==> src/sv/stmt_pkg.sv <==
`timescale 1ns / 1ps

package stmt_pkg;

  localparam int NUM_TRACKS           = 4;
  localparam int MAX_FRAMES_PER_BLOCK = 1024;

  localparam int SMP_W  = 16;
  localparam int LANE_W = 16;
  localparam int FAC_W  = 15;
  localparam int GAIN_W = LANE_W + FAC_W;
  localparam int PROD_W = SMP_W + GAIN_W;
  localparam int SUM_W  = PROD_W + $clog2(NUM_TRACKS) + 1;
  localparam int MIX_W  = 24;
  localparam int FRAC_SHIFT = 26;
  localparam int POS_W  = 32;
  localparam int BLK_W  = $clog2(MAX_FRAMES_PER_BLOCK) + 1;

  localparam int REG_W   = 64;
  localparam int ADDR_W  = 6;
  localparam int IDX_LSB = 3;

  localparam logic signed [LANE_W-1:0] UNITY_PAN = 16'sd16384;
  localparam logic [REG_W-1:0] VOLUME_RESET = 64'h1000_1000_1000_1000;

  typedef enum logic [2:0] {
    REG_TRACK_VOLUMES = 3'd0,
    REG_TRACK_PANS    = 3'd1,
    REG_MUTE_MASK     = 3'd2,
    REG_SOLO_MASK     = 3'd3,
    REG_TRANSPORT_RUN = 3'd4,
    REG_LOOP_ENABLE   = 3'd5,
    REG_LOOP_START    = 3'd6,
    REG_LOOP_END      = 3'd7
  } reg_idx_t;

  // Load strobes that walk one transaction through the lane stages.
  typedef struct packed {
    logic ld_in;
    logic ld_gain;
    logic ld_prod;
  } lane_ctrl_t;

  typedef logic signed [PROD_W-1:0] prod_t;

endpackage

==> src/sv/stmt_lane.sv <==
`timescale 1ns / 1ps

module stmt_lane (
  input  logic                                clk,
  input  stmt_pkg::lane_ctrl_t                ctrl,
  input  logic        [stmt_pkg::LANE_W-1:0]  vol,
  input  logic signed [stmt_pkg::LANE_W-1:0]  pan,
  input  logic                                active,
  input  logic signed [stmt_pkg::SMP_W-1:0]   smp_l,
  input  logic signed [stmt_pkg::SMP_W-1:0]   smp_r,
  output stmt_pkg::prod_t                     prod_l,
  output stmt_pkg::prod_t                     prod_r
);

  logic signed [stmt_pkg::SMP_W-1:0]  smp_l_r, smp_r_r;
  logic                               active_r;
  logic        [stmt_pkg::GAIN_W-1:0] gain_l_r, gain_r_r;
  logic        [stmt_pkg::GAIN_W-1:0] gain_l_nxt, gain_r_nxt;
  stmt_pkg::prod_t                    prod_l_r, prod_r_r;
  stmt_pkg::prod_t                    prod_l_nxt, prod_r_nxt;
  logic signed [stmt_pkg::LANE_W-1:0] pan_c, fac_l16, fac_r16;
  logic        [stmt_pkg::FAC_W-1:0]  fac_l, fac_r;

  // Linear pan law: only the side opposite the pan direction is attenuated.
  always_comb begin
    pan_c = pan;
    if (pan > stmt_pkg::UNITY_PAN) pan_c = stmt_pkg::UNITY_PAN;
    if (pan < -stmt_pkg::UNITY_PAN) pan_c = -stmt_pkg::UNITY_PAN;
    fac_l16 = (pan_c <= 0) ? stmt_pkg::UNITY_PAN : stmt_pkg::UNITY_PAN - pan_c;
    fac_r16 = (pan_c >= 0) ? stmt_pkg::UNITY_PAN : stmt_pkg::UNITY_PAN + pan_c;
    fac_l = fac_l16[stmt_pkg::FAC_W-1:0];
    fac_r = fac_r16[stmt_pkg::FAC_W-1:0];
    gain_l_nxt = stmt_pkg::GAIN_W'(vol) * stmt_pkg::GAIN_W'(fac_l);
    gain_r_nxt = stmt_pkg::GAIN_W'(vol) * stmt_pkg::GAIN_W'(fac_r);
    prod_l_nxt = '0;
    prod_r_nxt = '0;
    if (active_r) begin
      prod_l_nxt = stmt_pkg::PROD_W'(smp_l_r) * $signed({1'b0, gain_l_r});
      prod_r_nxt = stmt_pkg::PROD_W'(smp_r_r) * $signed({1'b0, gain_r_r});
    end
  end

  always_ff @(posedge clk) begin
    if (ctrl.ld_in) begin
      smp_l_r  <= smp_l;
      smp_r_r  <= smp_r;
      active_r <= active;
    end
    if (ctrl.ld_gain) begin
      gain_l_r <= gain_l_nxt;
      gain_r_r <= gain_r_nxt;
    end
    if (ctrl.ld_prod) begin
      prod_l_r <= prod_l_nxt;
      prod_r_r <= prod_r_nxt;
    end
  end

  assign prod_l = prod_l_r;
  assign prod_r = prod_r_r;

endmodule

==> config.mk <==
export PLATFORM = sky130hd
export DESIGN_NAME = stmt_lane
export DESIGN_NICKNAME = d
export VERILOG_FILES = /design/src/sv/stmt_pkg.sv /design/src/sv/stmt_lane.sv
export SDC_FILE = /design/constraint.sdc
export NUM_CORES = 2
export LEC_CHECK = 0
export BUFFER_PORTS_ARGS = -buffer_cell sky130_fd_sc_hd__buf_2
export CAP_MARGIN = 20
export CORE_UTILIZATION = 50
export CTS_CLUSTER_SIZE = 12
export DETAILED_ROUTE_END_ITERATION = 8
export HOLD_SLACK_MARGIN = 0.12
export PLACE_DENSITY = 0.75
export SYNTH_ARGS = -nofsm -noshare
export SYNTH_HDL_FRONTEND = slang
export SYNTH_SLANG_ARGS = --single-unit
==> constraint.sdc <==
create_clock -name clk -period 12.2 [get_ports clk]
set_input_delay 1.22 -clock clk [delete_from_list [all_inputs] [get_ports clk]]
set_output_delay 1.22 -clock clk [all_outputs]
set_load 0.05 [all_outputs]
Word-level counts from Yosys, hierarchy flattened:

Cells that the tools add are included.

* shifts and indexed selects: 0
* equal/unequal tests: 0
* bitwise logic cells: 0
* multiply operators: 4
* $add $sub $neg: 2
* order comparisons: 4
* reductions and logical operators: 0
* mux-type cells: 4
* div/mod/pow operators: 0

Operators with widths (number)
* 16-bit by 32-bit multiplier with 47-bit output: 2
* 16-bit by 15-bit multiplier with 31-bit output: 2
* 16-bit 2-to-1 mux: 2
* 15-bit 2-to-1 mux: 2
* 16-bit by 1-bit greater-or-equal comparator with 1-bit output, second input constant: 1
* 16-bit greater-than comparator, second input constant: 1
* 16-bit by 1-bit less-or-equal comparator with 1-bit output, second input constant: 1
* 16-bit by 15-bit < comparator with 1-bit output, second input constant: 1
* 15-bit adder, first input constant: 1
* 15-bit subtractor, first input constant: 1

* word-level logic and storage cells: 21
* bits in read-only memories: 0
* latch bits: 0
* output and inout bits: 94
* bits of input ports: 69
* RAM bits: 0
* register bits after elaboration: 189
* memories: 0

Depth between registers and ports, before layout:

* depth after elaboration: 6
* depth in mapped cells: 38
* mapped depth without buffers: 35

Worst setup path before layout:

Ideal clock, no wire load.

* path kind: input to register
* from: in pan[8] (netlist bit)
* to: reg gain_l_r[30] (netlist bit), data pin
* buffers on the path: 5
* arrival time: 9151 ps
* data required time: 11937 ps
* slack: 2786 ps
* stages on the path: 35
* setup time: 263 ps
* cell sequence: nor4_1 -> nand2b_1 -> nor2_1 -> a21oi_1 -> a21oi_1 -> buf_2 -> buf_2 -> nand2_1 -> ha_1 -> o21ai_0 -> nor3b_1 -> a21oi_1 -> buf_2 -> buf_2 -> clkbuf_1 -> nand3_1 -> fa_1 -> fa_1 -> inv_1 -> fa_1 -> fa_1 -> fa_1 -> inv_1 -> fa_1 -> inv_1 -> ha_1 -> and2_1 -> nand2_1 -> nand2_1 -> nand2_1 -> o21ai_1 -> o41a_1 -> a311o_1 -> a311oi_1 -> xnor2_1

* longest elaborated chain between the ends: 6
* elaborated cells on any way between the ends: 8
* those cells by class: 1 x add/sub; 1 x mul; 3 x order compare; 3 x mux

RTL lines
* start, declared: RTL line stmt_lane.sv:7 `input logic signed [stmt_pkg::LANE_W-1:0] pan,`
* 16-bit greater-than comparator: RTL line stmt_lane.sv:27 `if (pan > stmt_pkg::UNITY_PAN) pan_c = stmt_pkg::UNITY_PAN;`
* 16-bit 2-to-1 mux: RTL line stmt_lane.sv:27
* 16-bit 2-to-1 mux *: RTL line stmt_lane.sv:28 `if (pan < -stmt_pkg::UNITY_PAN) pan_c = -stmt_pkg::UNITY_PAN;`
* 15-bit subtractor / 16-bit by 1-bit less-or-equal comparator with 1-bit output (equally long branches): RTL line stmt_lane.sv:29 `fac_l16 = (pan_c <= 0) ? stmt_pkg::UNITY_PAN : stmt_pkg::UNITY_PAN - pan_c;`
* 15-bit 2-to-1 mux *: RTL line stmt_lane.sv:29
* 16-bit by 15-bit multiplier with 31-bit output *: RTL line stmt_lane.sv:33 `gain_l_nxt = stmt_pkg::GAIN_W'(vol) * stmt_pkg::GAIN_W'(fac_l);`
* named net gain_l_nxt (one bit): RTL line stmt_lane.sv:18 `logic [stmt_pkg::GAIN_W-1:0] gain_l_nxt, gain_r_nxt;`
* end signal, assigned: RTL line stmt_lane.sv:50 `gain_l_r <= gain_l_nxt;`
* end, declared: RTL line stmt_lane.sv:17 `logic [stmt_pkg::GAIN_W-1:0] gain_l_r, gain_r_r;`

Mark *: on every way through the listed nets, which the timed path passes. The rest lies on a longest branch.
A chain may end at the register's enable or synchronous reset.

Worst setup path after layout:

Same ends and word-level chain as after synthesis.

==> results by stage <==
Yosys:
- The fraction of registers with async set or reset after synthesis is 0%.
- The most common cell in the synthesized netlist is sky130_fd_sc_hd__inv_1.
- The largest total area in the synthesized netlist belongs to sky130_fd_sc_hd__fa_1.
- Counting flops and latches in the post-synthesis netlist gives 189.
- The post-synthesis cell count is 5978.
- The distinct cell type count after synthesis is 79.
- The Yosys step of the flow raised 0 warnings.
- Dividing the synthesized area by the synthesized cell count gives 9.172 µm².
- By area the synthesized netlist is led by sky130_fd_sc_hd__fa_1 43%, sky130_fd_sc_hd__ha_1 11%, sky130_fd_sc_hd__edfxtp_1 10%.
- The synthesized design devotes to its leading area cell type 42.65% of total area.
- By count the netlist is led by 1318 x sky130_fd_sc_hd__inv_1, 1168 x sky130_fd_sc_hd__fa_1, 841 x sky130_fd_sc_hd__nand2_1.
- The number of nets in the synthesized netlist is 7700.
- The sequential share of the synthesized area is 10.35%.
- The netlist area before placement is 0.05483 mm².
- The number of enable flip-flop cells after synthesis is 189.
- The leading register cell type out of synthesis is sky130_fd_sc_hd__edfxtp_1.

Clocking:
- In this run the deepest clock path goes through 2 buffers.
- The number of hold buffers added after CTS was 0.
- The clock tree from TritonCTS is done.
- The number of buffers added for setup after CTS is 0.
- The number of levels the H-tree was split into is 4.
- TritonCTS created 17 clock buffers.
- The clock root buffer is sky130_fd_sc_hd__clkbuf_16.
- The later pin in the worst-skew pair is clocked with a latency of 0.53 ns.
- Counting every sink on the clock net gives 189.
- Gates resized during post-CTS repair numbered 0.
- After clock tree synthesis, the clock-pin slew on the worst setup and hold paths is 0.08 ns.

Timing:
- Setup violations remaining at the end of the flow were counted as 0.
- Based on the critical path, the design can be clocked at up to 98.23 MHz.
- In this run the tightest slew margin relative to its limit is 26.77%.
- Counting I/O delays and the setup requirement, the final critical path takes 10.18 ns.
- Setup slack closes at 2.020 ns.
- The max-slew violation count is 0.
- The final critical path takes up 83.44% of the cycle.
- The hold violation total from the final report came to 0.
- Setup repair after global routing left no endpoint under its margin.
- The accumulated negative setup slack is 0 ns.
- For the pin with the worst max-slew slack, the measured transition is 1.099 ns.
- The worst hold slack is 0.8427 ns.
- Across the routed clock network, the largest skew measured is 0.02129 ns.

Routing:
- For this run, the detailed router's first-pass iteration total came to 7.
- The detail route stage leaves a number of antenna-violating nets equal to 0.
- The total wire length is 135200 µm.
- The routed layout has 40.38k vias.
- For this block, the initial DRC count from the detailed router was 2714.
- In the routed design, unresolved DRC markers number 0.
- Using the TritonRoute via totals, the vias-per-cell ratio works out to 5.493.
- After detailed routing, the average wire length per cell comes to 18.40 µm.

Placed design:
- Once detailed placement completed, the half-perimeter wirelength came to 105100 µm.
- The worst slack at placement is 1.613 ns.
- The congestion estimate from routability-driven global placement came to 0.9255.
- Input and output buffers added on the ports amount to 162.

Floorplan:
- For this design the top-level I/O count stands at 163.
- The x dimension of the die is 333.1 µm.
- The region available for standard cell placement spans 0.1089 mm².
- The starting density of the core is 50.37%.
- The number of core rows is 121.
- The die outline area is 0.1110 mm².
- The height of the die is 333.1 µm.

Setup path:
- The worst setup path is of the primary input to flop kind.
- The largest fanout on the critical path is 57.
- The kind of end point of the critical path is a flop.
- For this design, the slowest cell found on the critical path is sky130_fd_sc_hd__and3_1.
- The data required time of the critical path is 12.45 ns.
- The arrival time reported for the critical path endpoint is 10.43 ns.
- The cell repeated most along the worst path is sky130_fd_sc_hd__fa_1.
- The startpoint class of the critical path is a primary input.
- The largest stage delay on the critical path is 0.63 ns.

Job:
- Max-cap violations in this run came to 0.

Worst hold path:
- In this run the worst hold path is classified as flop to flop.

GRT:
- The aggregate global routing overflow is 0.
- Entering global routing, the biggest net connects 64 pins.
- The initial antenna violation count is 2.
- The overall global routing resource usage is 25.28%.
- The first global-routing pass estimated 223300 µm of wire.
- The via count of the first global-routing pass is 42.95k.

Finish:
- The post-layout net count is 7643.
- The share of cells above drive strength 1 is 4.719%.
- The area growth from synthesis to layout is 4.569%.
- The post-route core utilization is 52.67%.

Outcome:
- The run finished with clean final reports.
## through the flow
stage	area, µm²	instances
4_1_cts	57330	7348
3_5_place_dp	56730	7316
3_3_place_gp	56730	7316
6_report	57330	7350
5_1_grt	57330	7348
2_1_floorplan	54830	5978
## placed cells by master (no fill, tap or decap), types with 56 or more instances in the layout
master and instances:
sky130_fd_sc_hd__a21o_1 76, sky130_fd_sc_hd__a21oi_1 139, sky130_fd_sc_hd__and2_1 546, sky130_fd_sc_hd__and3_1 84
sky130_fd_sc_hd__buf_2 161, sky130_fd_sc_hd__buf_4 56, sky130_fd_sc_hd__edfxtp_1 189, sky130_fd_sc_hd__fa_1 1168
sky130_fd_sc_hd__ha_1 485, sky130_fd_sc_hd__inv_1 1317, sky130_fd_sc_hd__nand2_1 841, sky130_fd_sc_hd__nand2b_1 79
sky130_fd_sc_hd__nand3_1 85, sky130_fd_sc_hd__nor2_1 178, sky130_fd_sc_hd__o21ai_0 66, sky130_fd_sc_hd__xnor2_1 80
## cell type report
cell class                 count  area [µm²]
multi-input combinational   4177       43110
inverter                    1319        4951
clock inverter                15       173.9
antenna                        2       5.005
timing repair buffer         217        1226
fill                        9727       51520
clock buffer                  17       425.4
sequential                   189        5675
tap                         1414        1769
## critical path, delay by kind of cell
family | cells | cell delay (ns)
adders and majority gates | 8 | 3.33
AOI/OAI and AO/OA | 10 | 2.42
and+or+nand+nor | 9 | 2.41
buffers and inverters | 6 | 0.91
xor gates and xnor gates | 1 | 0.10
## sequential cells by signal (all words and copies together) (netlist names)
| name | flops |
|---|---|
| prod_r | 47 |
| gain_r_r | 31 |
| smp_r_r | 16 |
| gain_l_r | 31 |
| prod_l | 47 |
| active_r | 1 |
| smp_l_r | 16 |
## layer usage
layer,vias to the layer above,global-route usage (%),part of all wire [%]
met2,1729,40.92,47
met4,0,7.403,2.8
met1,20510,34.49,42
met3,271,4.901,8.7
met5,-,0,0
li1,17870,-,-
## worst paths after layout
kind         slack (ns)      endpoint  cells after the start          from
max                2.02  gain_l_r[30]                     34        pan[8]
min                0.84     prod_r[0]                      2   gain_r_r[0]
max reg2reg        4.37    prod_l[41]                     22  gain_l_r[13]
min reg2reg        0.84     prod_r[0]                      2   gain_r_r[0]
## cells by family after synthesis
logic type	synth area share (%)
XOR/XNOR	1.997
buffers and inverters	11.07
adder cells (fa/ha/maj)	53.72
AO/OA/AOI/OAI	5.395
flip-flops	10.35
multiplexers	0.1712
AND/OR/NAND/NOR	17.30
Power is not shown: default switching activity piles up to over one toggle a cycle in this logic, so the estimate is an artifact.
