$ cat config.mk
export PLATFORM = sky130hd
export DESIGN_NAME = stmt_merge
export DESIGN_NICKNAME = d
export VERILOG_FILES = /design/src/sv/stmt_pkg.sv /design/src/sv/stmt_merge.sv
export SDC_FILE = /design/constraint.sdc
export NUM_CORES = 1
export LEC_CHECK = 0
export ABC_AREA = 1
export BUFFER_PORTS_ARGS = -buffer_cell sky130_fd_sc_hd__buf_4
export CORE_MARGIN = 2
export CORE_UTILIZATION = 30
export DETAILED_ROUTE_END_ITERATION = 8
export GPL_TIMING_DRIVEN = 0
export PLACE_DENSITY = 0.6
export SKIP_LAST_GASP = 1
export SYNTH_ARGS = -nofsm -noshare
export SYNTH_HDL_FRONTEND = slang
export SYNTH_SLANG_ARGS = --single-unit
$ cat constraint.sdc
create_clock -name vclk -period 3.1
set_input_delay 0.31 -clock vclk [all_inputs]
set_output_delay 0.31 -clock vclk [all_outputs]
set_load 0.1 [all_outputs]
$ cat src/sv/stmt_pkg.sv
`timescale 1ns / 1ps

package stmt_pkg;

  localparam int NUM_TRACKS           = 4;
  localparam int MAX_FRAMES_PER_BLOCK = 1024;

  localparam int SMP_W  = 16;
  localparam int LANE_W = 16;
  localparam int FAC_W  = 15;
  localparam int GAIN_W = LANE_W + FAC_W;
  localparam int PROD_W = SMP_W + GAIN_W;
  localparam int SUM_W  = PROD_W + $clog2(NUM_TRACKS) + 1;
  localparam int MIX_W  = 24;
  localparam int FRAC_SHIFT = 26;
  localparam int POS_W  = 32;
  localparam int BLK_W  = $clog2(MAX_FRAMES_PER_BLOCK) + 1;

  localparam int REG_W   = 64;
  localparam int ADDR_W  = 6;
  localparam int IDX_LSB = 3;

  localparam logic signed [LANE_W-1:0] UNITY_PAN = 16'sd16384;
  localparam logic [REG_W-1:0] VOLUME_RESET = 64'h1000_1000_1000_1000;

  typedef enum logic [2:0] {
    REG_TRACK_VOLUMES = 3'd0,
    REG_TRACK_PANS    = 3'd1,
    REG_MUTE_MASK     = 3'd2,
    REG_SOLO_MASK     = 3'd3,
    REG_TRANSPORT_RUN = 3'd4,
    REG_LOOP_ENABLE   = 3'd5,
    REG_LOOP_START    = 3'd6,
    REG_LOOP_END      = 3'd7
  } reg_idx_t;

  // Load strobes that walk one transaction through the lane stages.
  typedef struct packed {
    logic ld_in;
    logic ld_gain;
    logic ld_prod;
  } lane_ctrl_t;

  typedef logic signed [PROD_W-1:0] prod_t;

endpackage

$ cat src/sv/stmt_merge.sv
`timescale 1ns / 1ps

module stmt_merge (
  input  stmt_pkg::prod_t                   prod_l [stmt_pkg::NUM_TRACKS],
  input  stmt_pkg::prod_t                   prod_r [stmt_pkg::NUM_TRACKS],
  output logic signed [stmt_pkg::MIX_W-1:0] mix_l,
  output logic signed [stmt_pkg::MIX_W-1:0] mix_r
);

  localparam int RES_W = stmt_pkg::SUM_W - stmt_pkg::FRAC_SHIFT;
  localparam logic signed [stmt_pkg::SUM_W-1:0] HALF =
    stmt_pkg::SUM_W'(1) <<< (stmt_pkg::FRAC_SHIFT - 1);
  localparam logic signed [RES_W-1:0] MIX_MAX = RES_W'((1 << (stmt_pkg::MIX_W - 1)) - 1);
  localparam logic signed [RES_W-1:0] MIX_MIN = -RES_W'(1 << (stmt_pkg::MIX_W - 1));

  logic signed [stmt_pkg::SUM_W-1:0] sum_l, sum_r, sh_l, sh_r;
  logic signed [RES_W-1:0]           res_l, res_r;

  // Round to nearest with ties toward plus infinity: add half, then floor.
  always_comb begin
    sum_l = HALF;
    sum_r = HALF;
    for (int k = 0; k < stmt_pkg::NUM_TRACKS; k++) begin
      sum_l = sum_l + stmt_pkg::SUM_W'(prod_l[k]);
      sum_r = sum_r + stmt_pkg::SUM_W'(prod_r[k]);
    end
    sh_l  = sum_l >>> stmt_pkg::FRAC_SHIFT;
    sh_r  = sum_r >>> stmt_pkg::FRAC_SHIFT;
    res_l = sh_l[RES_W-1:0];
    res_r = sh_r[RES_W-1:0];
    if (res_l > MIX_MAX) res_l = MIX_MAX;
    if (res_l < MIX_MIN) res_l = MIX_MIN;
    if (res_r > MIX_MAX) res_r = MIX_MAX;
    if (res_r < MIX_MIN) res_r = MIX_MIN;
    mix_l = stmt_pkg::MIX_W'(res_l);
    mix_r = stmt_pkg::MIX_W'(res_r);
  end

endmodule

# Word-level counts from Yosys, hierarchy flattened
# Cells that the tools add are included.
# classes
add_sub_neg	8
mul	0
div	0
n_lt_le_gt_ge	4
n_eq_ne	0
shifts	0
mux	4
bitwise_logic	0
n_reduce_logical	0
# ops
op	count
$add 49x47->50	2
$add 50x47->50	2
$add 48x47->49	2
$add 27x47->48 const A	2
$mux 24	4
$gt 24x24->1 const B	2
$lt 24x24->1 const B	2
# word_totals
register_bits	0
latchBits	0
ramBits	0
rom_bits	0
in_bits	376
out_inout_bits	48
word_cells	16
n_memories	0

# Logic depth before layout (Yosys ltp)
# Gate-level depths: netlist of run 1.
# depth
word_depth	8
depth_mapped	20
ltp_nobuf	20

# Worst setup path before layout of run 1
# No wires, ideal clock.
# synth_path
path_type	input port to output port
start	in prod_r[24] (netlist name)
end	out mix_r[6] (netlist name)
t_arrival_ns	4.259
t_required_ns	2.790
slack_ns	-1.469
stages	12
n_path_buf	0
path_cell_list	inv_1 fa_1 inv_1 fa_1 fa_1 ha_1 nand2_1 nor2_1 nand2_1 nor3_1 a21oi_1 xnor2_1
# synth_via
elab_chain_cells	5
# synth_rtl
element	line	rtl
start, declared	stmt_merge.sv:5	input stmt_pkg::prod_t prod_r [stmt_pkg::NUM_TRACKS],
$add 50x47->50 (*)	stmt_merge.sv:25	sum_r = sum_r + stmt_pkg::SUM_W'(prod_r[k]);
$gt 24x24->1	stmt_merge.sv:33	if (res_r > MIX_MAX) res_r = MIX_MAX;
$mux 24 (*)	stmt_merge.sv:33	
$lt 24x24->1	stmt_merge.sv:34	if (res_r < MIX_MIN) res_r = MIX_MIN;
$mux 24 (*)	stmt_merge.sv:34	
end, declared	stmt_merge.sv:7	output logic signed [stmt_pkg::MIX_W-1:0] mix_r
# Every way passes the cells marked *; elsewhere a longest branch is shown, timed or not.

# Worst setup path in the final report of run 1
# layout_path
start	in prod_r[24] (netlist name)
end	out mix_r[22] (netlist name)
# The elaborated chain is that of the path after synthesis.

==> results of run 1 <==
==> cells by family (layout without fill, tap and decap cells) <==
family / Yosys count / count (layout)
buf+inv: 589 / 1068
compound gates: 276 / 276
simple gates: 687 / 687
other cells: 0 / 1
xor+xnor: 14 / 14
fa+ha+maj: 374 / 374
==> final cells by class <==
cell class	count	area [sq um]	share of cell area
inverter	589	2270	0.0983
tap	539	674	0.0292
timing repair buffer	479	4300	0.187
multi-input combinational	1351	15800	0.686
antenna	1	2.50	0.000108
==> metal layers <==
metal | wire length [um] | vias up | track usage
li1 | - | 6859 | -
met1 | 19900 | 6672 | 0.259
met2 | 24900 | 312 | 0.397
met3 | 1680 | 54 | 0.0123
met4 | 948 | 2 | 0.0323
met5 | 13 | - | 0
==> final timing paths <==
check	cells past startpoint	end	from	slack [ns]
setup / recovery	15	mix_r[22]	prod_r[24]	-0.67
hold / removal	7	mix_l[23]	prod_l[187]	1.45
==> power by group through the flow <==
stage | Clock [mW] | Sequential [mW] | Combinational (mW)
detailed placement | 0 | 0 | 18.2
finish | 0.0000000432 | 0 | 24.1
global placement | 0 | 0 | 18.2
CTS | 0 | 0 | 22.9
global route | 0 | 0 | 25.5
floorplan | 0 | 0 | 14.2
==> worst max-delay path: stages <==
cell	delay, ns
buf_8	0.08
inv_8	0.02
fa_1	0.54
inv_2	0.04
fa_2	0.35
fa_2	0.48
ha_4	0.35
nand2_4	0.09
nor2_4	0.20
nand2_2	0.11
nor3_4	0.26
nand3_2	0.13
nand4_1	0.22
nand2_8	0.08
buf_12	0.17
==> placed cells by master, fill, tap and decap left out, drive strengths merged <==
cell	Yosys	layout
o21ai	88	88
buf	0	479
o21bai	15	15
nor4	1	1
nand2	369	369
fa	188	188
a31oi	1	1
nand4	40	40
a21oi	141	141
diode	0	1
xor2	8	8
o211ai	1	1
inv	589	585
nand3	63	63
a21o	15	15
a21boi	8	8
nor2	191	191
o21a	7	7
nand2b	2	2
xnor2	6	6
ha	186	186
clkinvlp	0	4
nor3	21	21
==> repair_timing <==
item                       CTS  global route
resized for setup          600           209
hold endpoints to repair     0             0
buffers inserted            31            24
pin swaps                  244           165
setup endpoints to repair   48            48
hold buffers                 0             0
==> qor.yml, run 1 <==
vias: 13900
synth-adder-area-share: 0.474
drt_pass1_iterations: 7
setup-violations-final: 48
grt_max_degree: 6
swShare: 0.609
synth.avg_cell_area_sq_um: 6.63
antenna_found_initial: 1
n_fill_cell: 3849
finish.instance_area_sq_um: 23100
path_class: "in -> out"
min_period_ns: 3.77
total_power_mw: 24.1
clock_power_share: 0
postLayoutCoreUtil: 0.548
syn-num-nets: 2690
min_period_over_period: 1.21
synth_cell_types: 27
p_sw_mw: 14.7
yosysTopAreaCellShare: 0.293
grt_pass1_wl_mm: 74.7
leakage_nw: 11.0
hpwl_mm: 42.5
p_seq_frac: 0
yosysWarnings: 0
drive_above_1_share: 0.521
required_ns: 2.79
max_freq_mhz: 266
yosys.area_share.simple: 0.229
path_max_fanout: 4
numSequentialCells: 0
drt-total-wl_mm: 47.4
whs_ns: 1.45
dp_cells: 2903
portBuffers: 424
crit_arrival_ns: 3.46
cp-end-kind: "output port"
num_rows: 75
intPower_mw: 9.41
finalHoldViolCount: 0
num_io_pins: 424
final-seq-area_sq_um: 0
gp_congestion: 0.936
p_comb_frac: 1.000
netlist_instances: 1940
ys_top_cells_by_area: "fa_1 29%, ha_1 18%, inv_1 17%, nand2_1 10%, a21oi_1 5.5%"
final.setup.tns_ns: -27.20
rsz0062_at_grt: "yes"
place_area_sq_um: 19400
ys_top_cells_by_count: "584 x inv_1, 356 x nand2_1, 188 x fa_1"
worstMarginPinSlew_ns: 0.421
muxShareOfSynthArea: 0
synth_top_family_by_area: "adder cells"
hold_path_class: "in -> out"
yosysMostFrequentCell: "inv_1"
stdcell_count: 2959
maxCapViolations: 0
ir_drop_v: 0.00125
start_util: 0.305
coreArea_sq_um: 42100
netlist_area_sq_um: 12900
drv_slew: 0
nClkBuffers: 0
violations: "setup timing"
place_ws_ns: -1.00
synth_compound_area_frac: 0.116
fin_ws_ns: -0.665
finalNetCount: 3171
grt_util_all_layers: 0.208
startpoint_type: "input pin"
yosys.area_share.xor_xnor: 0.00953
yosysSeqAreaShare: 0
die-area_sq_um: 44500
die_h_um: 211
timing.slew.headroom: 0.718
drt_iter0_markers: 327
final_antenna_net_count: 0
synth.largest_area_cell: "fa_1"
area_delta_synth_final_pct: 79.4
drt-wirelength-per-cell_um: 16.0
grt_pass1_vias: 15000
p_per_area_nw_per_um2: 1040
avgViaCountPerCell: 4.70
die_w_um: 211
status: "complete, but fails checks"
drc: 0
grt_remaining_overflow: 0
(Power assumes the default switching activity.)
==> run 2, diff against run 1 <==
--- a/config.mk
+++ b/config.mk
@@ -7,11 +7,13 @@
 export LEC_CHECK = 0
 export ABC_AREA = 1
 export BUFFER_PORTS_ARGS = -buffer_cell sky130_fd_sc_hd__buf_4
+export CAP_MARGIN = 20
 export CORE_MARGIN = 2
 export CORE_UTILIZATION = 30
 export DETAILED_ROUTE_END_ITERATION = 8
 export GPL_TIMING_DRIVEN = 0
 export PLACE_DENSITY = 0.6
+export REMOVE_ABC_BUFFERS = 1
 export SKIP_LAST_GASP = 1
 export SYNTH_ARGS = -nofsm -noshare
 export SYNTH_HDL_FRONTEND = slang
==> run 2 against run 1 <==
  * The flow still finishes with violations (setup timing)
  * Clock-buffer cell count stayed put
  * First-iteration DRC count is 50% higher
  * Flip-flop and latch count stayed put
  * Largest cell class unchanged
  * Largest power group unchanged
==> qor.yml, run 2 (synthesized netlist as in run 1, its figures left out) <==
status: "complete, but fails checks"
violations: "setup timing"
grt_util_all_layers: 0.195  # -0.0128
drt-wirelength-per-cell_um: 15.4  # -4.1%
gp_congestion: 0.930  # -0.63%
ir_drop_v: 0.00127  # +2.1%
grt_remaining_overflow: 0  # unchanged
multi_input_area_sq_um: 14900  # -5.8%
path_cells: "buf_6 > inv_2 > fa_1 > inv_2 > fa_1 > ha_4 > ha_4 > nand2_8 > nor2_4 > inv_2 > buf_12 > nor3_4 > nand2_1 > nand2_2 > nand2_2 > nand2_1 > nand2_1 > nand2_2 > buf_12"
finalNetCount: 3178  # +0.22%
mostFrequentLayoutCell: "inv_1"
p_sw_mw: 13.7  # -6.3%
die-area_sq_um: 44500  # unchanged
required_ns: 2.79  # about the same
whs_path_depth: 5  # -2
avgViaCountPerCell: 4.71  # +0.20%
drt-total-wl_mm: 45.5  # -3.9%
cp-end-kind: "output port"
n_fill_cell: 3815  # -0.88%
max_freq_mhz: 268  # +0.79%
hpwl_mm: 38.0  # -11%
final-seq-area_sq_um: 0  # unchanged
leakage_nw: 10.8  # -1.6%
portBuffers: 424  # unchanged
min_to: "mix_r[0]"
setup-violations-final: 48  # unchanged
p_per_area_nw_per_um2: 1010  # -3.4%
fin_ws_ns: -0.636  # +0.0295 ns
num_rows: 75  # unchanged
coreArea_sq_um: 42100  # unchanged
num_io_pins: 424  # unchanged
drv_slew: 0  # unchanged
p_comb_frac: 1.000  # about the same
numSequentialCells: 0  # unchanged
postLayoutCoreUtil: 0.524  # -0.0233
diodes: 0  # -1
drt_pass1_iterations: 5  # -2
area_delta_synth_final_pct: 71.8
cpLargestDelayFamily: "adder cells"
start_util: 0.305  # unchanged
path_buf_inv: 6  # +2
dp_cells: 2903  # unchanged
rsz0062_at_grt: "yes"
stdcell_count: 2965  # +0.20%
drt_iter0_markers: 489  # +50%
worstMarginPinSlew_ns: 0.396  # -0.0247 ns
drc: 0  # unchanged
mostFrequentLayoutCells: "523 x inv_1, 420 x buf_4, 203 x nand2_1"
intPower_mw: 8.51  # -9.6%
nClkBuffers: 0  # unchanged
swShare: 0.618  # +0.00851
min_period_ns: 3.74  # -0.0295 ns
place_ws_ns: -0.918  # +0.0870 ns
total_power_mw: 22.3  # -7.5%
final_antenna_net_count: 0  # unchanged
cpPeakStageDelay_ns: 0.58  # +0.04 ns
grt_pass1_wl_mm: 71.5  # -4.2%
timing.slew.headroom: 0.735  # +0.0168
cp_slowest_cell: "fa_1"
hold_path_class: "in -> out"
die_h_um: 211  # unchanged
antenna_found_initial: 0  # -1
maxCapViolations: 0  # unchanged
grt_pass1_vias: 14900  # -0.39%
crit_arrival_ns: 3.43  # -0.03 ns
path_class: "in -> out"
hp-start: "prod_r[166]"
p_seq_frac: 0  # unchanged
cts_hold_buf: 0  # unchanged
clock_power_share: 0  # unchanged
min_period_over_period: 1.21  # -0.00952
drive_above_1_share: 0.493  # -0.0283
grt_max_degree: 6  # unchanged
finalHoldViolCount: 0  # unchanged
vias: 14000  # +0.40%
die_w_um: 211  # unchanged
startpoint_type: "input pin"
path_max_fanout: 3  # -1
[run 2: stage by stage]
| step | hold WS, ns | setup TNS, ns | instance area, sq um |
|---|---|---|---|
| 5_1_grt | 1.40 | -30.91 | 22100 |
| 6_report | 1.37 | -25.12 | 22100 |
| 3_5_place_dp | 1.41 | -37.69 | 16700 |
| 2_1_floorplan | 1.49 | -41.01 | 12900 |
| 4_1_cts | 1.33 | -24.00 | 20600 |
| 3_3_place_gp | 1.41 | -37.40 | 16700 |
[run 2: final cells by class]
cell class | count | share of cell area
inverter | 589 | 0.101
timing repair buffer | 486 | 0.194
tap | 539 | 0.0305
multi-input combinational | 1351 | 0.675
[run 2: per-layer routing]
metal	share of wire	vias up	routed length, um	global-route usage
met1	0.39	6663	17900	0.234
li1	-	6874	-	-
met3	0.050	48	2260	0.0162
met5	0	-	0	0
met4	0.022	0	1010	0.0325
met2	0.53	370	24300	0.380
[run 2: worst max-delay path by stage]
stage                     cells after the start        start  slack [ns]   endpoint
after floorplan                              12   prod_r[24]       -1.47   mix_r[6]
after global placement                       16   prod_r[24]       -0.91  mix_r[22]
after detailed placement                     15   prod_r[24]       -0.92   mix_r[1]
after CTS                                    17  prod_r[100]       -0.58  mix_r[22]
after global routing                         19   prod_l[11]       -0.74  mix_l[16]
final                                        19   prod_l[11]       -0.64  mix_l[16]
[run 2: timing repair]
action | in CTS | in global routing
endpoints found under the hold margin | 0 | 0
pin swaps | 227 | 206
gates resized for setup | 761 | 301
endpoints found under the setup margin | 48 | 48
gates cloned | 0 | 0
setup buffers | 31 | 32
[run 2: power by group through the flow]
stage / clock network, mW / registers, mW / logic (mW)
after global routing: 0 / 0 / 23.5
after floorplan: 0 / 0 / 10.6
after global placement: 0 / 0 / 14.4
final: 0 / 0 / 22.3
after CTS: 0 / 0 / 20.1
after detailed placement: 0 / 0 / 14.4
